[src/sv/assert_macros.svh]
// Assertion macros used by object_hue_class_sorter.sv.
`ifndef ASSERT_MACROS_SVH
`define ASSERT_MACROS_SVH

// Checked on every clock edge, muted while reset is asserted.
`define ASSERT_CLK(label, prop, msg) \
    label: assert property (@(posedge i_clk) disable iff (!i_rst_n) prop) else $error(msg);

// Checked on every clock edge, reset included.
`define ASSERT_CLK_ALWAYS(label, prop, msg) \
    label: assert property (@(posedge i_clk) prop) else $error(msg);

`endif

[src/sv/ohcs_pkg.sv]
// Package with the constants and register indexes of the hue class sorter.
package ohcs_pkg;

    // Default sizing
    localparam int CLASS_COUNT_DEF    = 5;
    localparam int POSITION_WIDTH_DEF = 16;
    localparam int COUNTER_WIDTH_DEF  = 24;

    // Fixed field widths
    localparam int FRAME_WIDTH  = 16;
    localparam int HUE_WIDTH    = 8;
    localparam int CLASS_OUT_W  = 3;
    localparam int CFG_IDX_W    = 3;

    // Hue scale
    localparam int HUE_MAX      = 255;
    localparam int HUE_HALF     = 128;

    // Red / orange split: 100*hue + 16*sat < 3600 means red
    localparam int MIX_W        = 15;
    localparam int RED_HUE_K    = 100;
    localparam int RED_SAT_K    = 16;
    localparam int RED_LIMIT    = 3600;
    localparam int CLASS_ORANGE = 1;
    localparam int CLASS_RED    = 2;

    // Configuration register indexes
    typedef enum logic [CFG_IDX_W-1:0] {
        REG_CLASS_HUES  = 3'd0,
        REG_EJECT_MASK  = 3'd1,
        REG_AREA_LEFT   = 3'd2,
        REG_AREA_RIGHT  = 3'd3,
        REG_AREA_BOTTOM = 3'd4,
        REG_AREA_TOP    = 3'd5
    } t_cfg_reg;

endpackage

[src/sv/object_hue_class_sorter.sv]
// Top level: nearest-hue object classifier with area gate and saturating counters.
//
//  channel | handshake                    | payload
//  --------+------------------------------+-----------------------------------------------
//  in      | i_in_valid / o_in_stall      | i_frame_start i_pos_x i_pos_y i_hue i_saturation
//  out     | o_out_valid / i_out_stall    | o_valid_res o_color_class o_eject o_class_count
//          |                              | o_total_classified o_frame_classified
//  cfg     | i_cfg_valid / o_cfg_ready    | i_cfg_index i_cfg_data
//
//  One beat per cycle sustained while i_out_stall is low; path: input register, then result register.
//  The area compare, hue search over the classes, red/orange split and counter update
//  all sit between the input register and the result register.
//  Reset (synchronous, active low) clears counters, valids and config to defaults.
//  A stalled result holds; the input register still fills behind it, then the input
//  side stalls until the result is taken. Counters move only when a beat enters the
//  result register. o_cfg_ready is always high.

`include "assert_macros.svh"

module object_hue_class_sorter #(
    parameter int CLASS_COUNT    = ohcs_pkg::CLASS_COUNT_DEF,
    parameter int POSITION_WIDTH = ohcs_pkg::POSITION_WIDTH_DEF,
    parameter int COUNTER_WIDTH  = ohcs_pkg::COUNTER_WIDTH_DEF
) (
    input  logic                                   i_clk,
    input  logic                                   i_rst_n,
    // input beats
    input  logic                                   i_in_valid,
    output logic                                   o_in_stall,
    input  logic                                   i_frame_start,
    input  logic signed [POSITION_WIDTH-1:0]       i_pos_x,
    input  logic signed [POSITION_WIDTH-1:0]       i_pos_y,
    input  logic [ohcs_pkg::HUE_WIDTH-1:0]         i_hue,
    input  logic [ohcs_pkg::HUE_WIDTH-1:0]         i_saturation,
    // result beats
    output logic                                   o_out_valid,
    input  logic                                   i_out_stall,
    output logic                                   o_valid_res,
    output logic [ohcs_pkg::CLASS_OUT_W-1:0]       o_color_class,
    output logic                                   o_eject,
    output logic [COUNTER_WIDTH-1:0]               o_class_count,
    output logic [COUNTER_WIDTH-1:0]               o_total_classified,
    output logic [ohcs_pkg::FRAME_WIDTH-1:0]       o_frame_classified,
    // config writes
    input  logic                                   i_cfg_valid,
    output logic                                   o_cfg_ready,
    input  logic [ohcs_pkg::CFG_IDX_W-1:0]         i_cfg_index,
    input  logic [((8*CLASS_COUNT > POSITION_WIDTH) ?
                   8*CLASS_COUNT : POSITION_WIDTH)-1:0] i_cfg_data
);
    import ohcs_pkg::*;

    localparam int CLS_W  = $clog2(CLASS_COUNT);
    localparam int HUES_W = HUE_WIDTH * CLASS_COUNT;
    localparam logic [CLS_W-1:0] CLS_ORANGE = CLS_W'(CLASS_ORANGE);
    localparam logic [CLS_W-1:0] CLS_RED    = CLS_W'(CLASS_RED);
    localparam logic signed [POSITION_WIDTH-1:0] POS_MIN = {1'b1, {(POSITION_WIDTH-1){1'b0}}};
    localparam logic signed [POSITION_WIDTH-1:0] POS_MAX = {1'b0, {(POSITION_WIDTH-1){1'b1}}};

    // ---------------- configuration registers ----------------
    logic [HUES_W-1:0]                r_class_hues;
    logic [CLASS_COUNT-1:0]           r_eject_mask;
    logic signed [POSITION_WIDTH-1:0] r_area_left, r_area_right, r_area_bottom, r_area_top;
    logic [HUES_W-1:0]                w_hue_rst;
    logic                             w_cfg_wr;

    // default hue of class g is g*255/CLASS_COUNT
    for (genvar g = 0; g < CLASS_COUNT; g++) begin : g_hue_rst
        localparam int HUE_RST = (g * HUE_MAX) / CLASS_COUNT;
        assign w_hue_rst[HUE_WIDTH*g +: HUE_WIDTH] = HUE_WIDTH'(HUE_RST);
    end

    assign o_cfg_ready = 1'b1;
    assign w_cfg_wr    = i_cfg_valid && o_cfg_ready;

    always_ff @(posedge i_clk) begin
        if (!i_rst_n) begin
            r_class_hues  <= w_hue_rst;
            r_eject_mask  <= '0;
            r_area_left   <= POS_MIN;
            r_area_right  <= POS_MAX;
            r_area_bottom <= POS_MIN;
            r_area_top    <= POS_MAX;
        end else if (w_cfg_wr) begin
            case (t_cfg_reg'(i_cfg_index))
                REG_CLASS_HUES:  r_class_hues  <= i_cfg_data[HUES_W-1:0];
                REG_EJECT_MASK:  r_eject_mask  <= i_cfg_data[CLASS_COUNT-1:0];
                REG_AREA_LEFT:   r_area_left   <= i_cfg_data[POSITION_WIDTH-1:0];
                REG_AREA_RIGHT:  r_area_right  <= i_cfg_data[POSITION_WIDTH-1:0];
                REG_AREA_BOTTOM: r_area_bottom <= i_cfg_data[POSITION_WIDTH-1:0];
                REG_AREA_TOP:    r_area_top    <= i_cfg_data[POSITION_WIDTH-1:0];
                default: ;   // unknown index: write dropped
            endcase
        end
    end

    // ---------------- pipeline handshake ----------------
    logic r_s1_valid, r_out_valid;
    logic w_out_adv;   // result register can take a beat
    logic w_fire;      // stage-1 beat moves into the result register

    assign w_out_adv  = !r_out_valid || !i_out_stall;
    assign w_fire     = r_s1_valid && w_out_adv;
    assign o_in_stall = r_s1_valid && !w_out_adv;
    assign o_out_valid = r_out_valid;

    // ---------------- input register ----------------
    logic                             r_frame_start;
    logic signed [POSITION_WIDTH-1:0] r_pos_x, r_pos_y;
    logic [HUE_WIDTH-1:0]             r_hue, r_sat;

    always_ff @(posedge i_clk) begin
        if (!i_rst_n) begin
            r_s1_valid <= 1'b0;
        end else if (!o_in_stall) begin
            r_s1_valid <= i_in_valid;
        end
    end

    always_ff @(posedge i_clk) begin
        if (!o_in_stall && i_in_valid) begin
            r_frame_start <= i_frame_start;
            r_pos_x       <= i_pos_x;
            r_pos_y       <= i_pos_y;
            r_hue         <= i_hue;
            r_sat         <= i_saturation;
        end
    end

    // ---------------- classification ----------------
    logic                 w_in_area;
    logic [HUE_WIDTH-1:0] w_dist [CLASS_COUNT];
    logic [CLS_W-1:0]     w_near;
    logic [HUE_WIDTH-1:0] w_near_d;
    logic [MIX_W-1:0]     w_mix;
    logic [CLS_W-1:0]     w_cls;

    assign w_in_area = (r_pos_x >= r_area_left)   && (r_pos_x <= r_area_right) &&
                       (r_pos_y >= r_area_bottom) && (r_pos_y <= r_area_top);

    // circular distance per class, folded onto 0..128
    for (genvar g = 0; g < CLASS_COUNT; g++) begin : g_dist
        logic [HUE_WIDTH-1:0] w_diff;
        assign w_diff    = r_hue - r_class_hues[HUE_WIDTH*g +: HUE_WIDTH];
        assign w_dist[g] = (w_diff > HUE_WIDTH'(HUE_HALF)) ? (~w_diff + 1'b1) : w_diff;
    end

    // lowest index wins ties (strict less-than)
    always_comb begin
        w_near   = '0;
        w_near_d = w_dist[0];
        for (int i = 1; i < CLASS_COUNT; i++) begin
            if (w_dist[i] < w_near_d) begin
                w_near   = CLS_W'(i);
                w_near_d = w_dist[i];
            end
        end
    end

    assign w_mix = MIX_W'(r_hue) * MIX_W'(RED_HUE_K) + MIX_W'(r_sat) * MIX_W'(RED_SAT_K);

    always_comb begin
        w_cls = w_near;
        if (w_near == CLS_ORANGE || w_near == CLS_RED) begin
            w_cls = (w_mix < MIX_W'(RED_LIMIT)) ? CLS_RED : CLS_ORANGE;
        end
    end

    // ---------------- counters ----------------
    logic [COUNTER_WIDTH-1:0] r_cls_cnt [CLASS_COUNT];
    logic [COUNTER_WIDTH-1:0] r_total;
    logic [FRAME_WIDTH-1:0]   r_frame;
    logic [COUNTER_WIDTH-1:0] n_cls_cnt, n_total;
    logic [FRAME_WIDTH-1:0]   w_frame_base, n_frame;
    logic [COUNTER_WIDTH-1:0] w_cls_cur;

    assign w_cls_cur    = r_cls_cnt[w_cls];
    assign n_cls_cnt    = (&w_cls_cur) ? w_cls_cur : w_cls_cur + 1'b1;
    assign w_frame_base = r_frame_start ? '0 : r_frame;

    always_comb begin
        n_total = r_total;
        n_frame = w_frame_base;
        if (w_in_area) begin
            n_total = (&r_total) ? r_total : r_total + 1'b1;
            n_frame = (&w_frame_base) ? w_frame_base : w_frame_base + 1'b1;
        end
    end

    always_ff @(posedge i_clk) begin
        if (!i_rst_n) begin
            for (int i = 0; i < CLASS_COUNT; i++) begin
                r_cls_cnt[i] <= '0;
            end
            r_total <= '0;
            r_frame <= '0;
        end else if (w_fire) begin
            r_total <= n_total;
            r_frame <= n_frame;
            if (w_in_area) begin
                r_cls_cnt[w_cls] <= n_cls_cnt;
            end
        end
    end

    // ---------------- result register ----------------
    logic                     r_valid_res, r_eject;
    logic [CLS_W-1:0]         r_color_class;
    logic [COUNTER_WIDTH-1:0] r_class_count, r_total_out;
    logic [FRAME_WIDTH-1:0]   r_frame_out;

    always_ff @(posedge i_clk) begin
        if (!i_rst_n) begin
            r_out_valid <= 1'b0;
        end else if (w_out_adv) begin
            r_out_valid <= r_s1_valid;
        end
    end

    always_ff @(posedge i_clk) begin
        if (w_fire) begin
            r_valid_res   <= w_in_area;
            r_color_class <= w_in_area ? w_cls : '0;
            r_eject       <= w_in_area && r_eject_mask[w_cls];
            r_class_count <= w_in_area ? n_cls_cnt : '0;
            r_total_out   <= n_total;
            r_frame_out   <= n_frame;
        end
    end

    assign o_valid_res        = r_valid_res;
    assign o_color_class      = CLASS_OUT_W'(r_color_class);
    assign o_eject            = r_eject;
    assign o_class_count      = r_class_count;
    assign o_total_classified = r_total_out;
    assign o_frame_classified = r_frame_out;

    // ---------------- assertions ----------------
    `ASSERT_CLK(a_total_monotonic, $past(i_rst_n) |-> r_total >= $past(r_total), "total counter went down")
    `ASSERT_CLK(a_invalid_zero, (r_out_valid && !r_valid_res) |-> (r_color_class == '0 && !r_eject && r_class_count == '0), "invalid result carries class data")
    `ASSERT_CLK(a_stall_holds_counts, (r_out_valid && i_out_stall) |=> $stable(r_total) && $stable(r_frame), "counters moved while result stalled")
    `ASSERT_CLK_ALWAYS(a_stall_needs_item, o_in_stall |-> r_s1_valid, "input stalled with empty input register")

endmodule
[config.mk]
export PLATFORM = sky130hd
export DESIGN_NAME = object_hue_class_sorter
export DESIGN_NICKNAME = d
export VERILOG_FILES = /design/src/sv/ohcs_pkg.sv /design/src/sv/object_hue_class_sorter.sv
export VERILOG_INCLUDE_DIRS = /design/src /design/src/sv
export SDC_FILE = /design/constraint.sdc
export NUM_CORES = 1
export LEC_CHECK = 0
export CORE_ASPECT_RATIO = 1.75
export CORE_MARGIN = 5
export CORE_UTILIZATION = 50
export CTS_CLUSTER_DIAMETER = 100
export DETAILED_ROUTE_END_ITERATION = 10
export DONT_BUFFER_PORTS = 1
export PLACE_DENSITY = 0.68
export SLEW_MARGIN = 25
export SYNTH_ARGS = -nofsm -noshare
export SYNTH_HDL_FRONTEND = slang
export SYNTH_SLANG_ARGS = --single-unit
[constraint.sdc]
create_clock -name i_clk -period 12.58 [get_ports i_clk]
set_input_delay 1.258 -clock i_clk [delete_from_list [all_inputs] [get_ports i_clk]]
set_output_delay 1.258 -clock i_clk [all_outputs]
set_load 0.01 [all_outputs]
==> impl_metrics.json <==
{
  "worstPathRequired_ps": 12860,
  "outcome": "finished, final reports clean",
  "crit_fanout": 24,
  "tightest_slew_ps": 1012,
  "grt_pass1_vias": 17478,
  "first_pass_iters": 5,
  "grt_pass1_wl_um": 94850,
  "ys.flop_type": "edfxtp_1",
  "core_mm2": 0.04498,
  "num_rows": 103,
  "peakVddDrop_v": 0.0003298,
  "cts-root-buf": "clkbuf_16",
  "viasPerCell": 5.847,
  "crit_slowest_cell": "or4b_4",
  "fin_crit_ps": 11670,
  "hold_path_class": "flip-flop to flip-flop",
  "fin_tns_setup_ps": 0,
  "syn_avg_cell_area_um2": 9.677,
  "drc_errors": 0,
  "final_cells": 2937,
  "vias": 17172,
  "critPathCaptureType": "flip-flop",
  "crit_path_start_kind": "flip-flop",
  "cts_buffers": 39,
  "clock-sinks": 389,
  "drive_gt1_frac": 0.08309,
  "setup_viol": 0,
  "clockBufferDepth": 3,
  "netlist_instances": 2333,
  "overflow": 0,
  "cts_max_level": 2,
  "grt_max_degree": 158,
  "routed_wl_um": 61040,
  "synth_edf_count": 238,
  "slew_viol_final": 0,
  "synthArstFlopShare": 0,
  "synth_nets": 2609,
  "pre_cts_ws_ps": -133.1,
  "fmax_ghz": 0.08571,
  "ys_top_cells_by_count": "328 x nand2_1, 251 x nor2_1, 238 x edfxtp_1",
  "max_cap_viol_count": 0,
  "area_growth_pct": 9.676,
  "r2r_slack_ps": 910,
  "synthTopCellsByArea": "edfxtp_1 32%, dfxtp_1 13%, ha_1 9.4%, nand2_1 5.5%, nor2_1 4.2%",
  "grt.total_usage": 0.2408,
  "cts_tree": "yes",
  "insertion_delay_ps": 550,
  "start_util": 0.5020,
  "path_clk_slew_ps": 60,
  "die_h_um": 291.1,
  "synth_top_area_frac": 0.3166,
  "ys_seq_area_frac": 0.4505,
  "synth_top_area_cell": "edfxtp_1",
  "path_class": "flip-flop to flip-flop",
  "drtIter0Drc": 1015,
  "avgRoutedWirePerCell_um": 20.78,
  "ant_nets": 0,
  "synth_warnings": 0,
  "ys_types": 100,
  "fin_crit_sh": 0.9275,
  "arrival_ps": 11950,
  "power.density_mw_per_mm2": 282.1,
  "dieArea_mm2": 0.04967,
  "synth_most_common_cell": "nand2_1",
  "n_fill_cell": 3975,
  "max_stage_delay_ps": 570,
  "fin_ws_ps": 912.2,
  "dp_cells": 2858,
  "synth_seq_cells": 389,
  "antenna_found_initial": 2,
  "die_w_um": 170.6,
  "globalplace.congestion": 0.9271,
  "regArea_mm2": 0.01017,
  "multi_input_area_mm2": 0.01159,
  "finalHoldViolations": 0,
  "finClkSkew_ps": 23.54,
  "dpl.hpwl_um": 43700,
  "hold_buffers": 0,
  "num_io_pins": 169,
  "port_buffers": 0,
  "synth_area_mm2": 0.02258,
  "rsz0062_at_grt": "false",
  "final_nets": 2607,
  "relSlewSlack": 0.3190,
  "p_leak_nw": 9.600
}
==> layout make-up <==
| type | count | share of cell area |
|---|---|---|
| Clock inverter | 23 | 0.01036 |
| Sequential cell | 389 | 0.4107 |
| Clock buffer | 46 | 0.04295 |
| Tap cell | 577 | 0.02916 |
| Inverter | 139 | 0.02132 |
| Antenna cell | 1 | 0.0001011 |
| Multi-Input combinational cell | 1710 | 0.4681 |
| Timing Repair Buffer | 52 | 0.01728 |
==> power breakdown <==
part           total, mW  internal (mW)  switching, mW
Clock               1.21          0.693          0.512
Combinational       4.30           1.46           2.84
Sequential          1.48           1.43         0.0495
==> repair_timing <==
action / in CTS / in global routing
setup buffers: 4 / 5
resized for setup: 3 / 19
pin swaps: 1 / 4
endpoints found under the setup margin: 113 / 191
==> logic make-up after synthesis <==
group,count (synthesis),share of synthesized area
compound gates,438,0.1401
xor+xnor,141,0.05669
fa+ha+maj,181,0.1031
buf+inv,234,0.04035
flops,389,0.4505
mux,57,0.02594
other cells,1,0.0001661
simple gates,892,0.1832
==> worst max-delay path: cells and delay by family, from the launching register on <==
family / cells / cell delay, ps
AO/OA/AOI/OAI: 23 / 4390
buffers and inverters: 7 / 1100
adder cells (fa/ha/maj): 6 / 1760
AND/OR/NAND/NOR: 15 / 2610
XOR/XNOR: 3 / 780
multiplexers: 1 / 280
flip-flops: 1 / 460
==> worst paths after layout <==
kind,startpoint,to,depth (start not counted)
worst max-delay path,r_hue[0],r_cls_cnt[0][22],55
worst min-delay path,r_area_bottom[3],r_area_bottom[3],2
worst max register to register,r_hue[0],r_cls_cnt[0][22],55
worst min register to register,r_area_bottom[3],r_area_bottom[3],2
==> per-stage QoR <==
stage                     instance area [um^2]  total power [mW]  hold slack (ps)    util
after floorplan                          22580             4.457            443.5       -
after global placement                   23290             5.600            451.0  0.5178
after detailed placement                 23290             5.673            456.5  0.5179
after CTS                                24660             6.908            465.1  0.5483
after global routing                     24760             7.424            484.0  0.5505
final                                    24760             6.986            463.5  0.5505
==> routing by layer <==
metal / GRT usage / share of wire
met1: 0.2571 / 0.36
met2: 0.4524 / 0.54
met3: 0.04851 / 0.063
met4: 0.1000 / 0.042
met5: 0 / 0.00033
==> cells in the final DEF, fill, tap and decap left out, types with 8 or more instances in the layout <==
master / n
nand2_1: 327
nor2_1: 248
edfxtp_1: 238
ha_1: 170
dfxtp_1: 151
inv_1: 137
xnor2_1: 80
a21oi_1: 76
a21boi_0: 70
nand3_1: 60
o21ai_0: 55
xor2_1: 53
o211ai_1: 51
buf_4: 49
mux2i_1: 48
clkbuf_16: 40
nor3_1: 38
nor2b_1: 34
and2_1: 30
a21o_1: 29
o21a_1: 28
nand4_1: 25
and3_1: 24
nand2b_1: 21
or3_1: 18
nor3b_1: 12
o31ai_1: 10
o21bai_1: 9
fa_1: 9
or2_2: 8
o21ai_1: 8
==> registers in the layout (all words and copies together) (netlist names), 3 cells and up <==
| signal | flops |
|---|---|
| r_area_bottom | 16 |
| r_class_hues | 40 |
| r_cls_cnt | 120 |
| r_area_top | 16 |
| r_sat | 8 |
| o_total_classified | 24 |
| r_frame | 16 |
| r_pos_x | 16 |
| o_frame_classified | 16 |
| o_class_count | 24 |
| r_area_right | 16 |
| r_hue | 8 |
| r_pos_y | 16 |
| o_color_class | 3 |
| r_total | 24 |
| r_eject_mask | 5 |
| r_area_left | 16 |
Note: power is estimated with default switching activity, not from simulation.
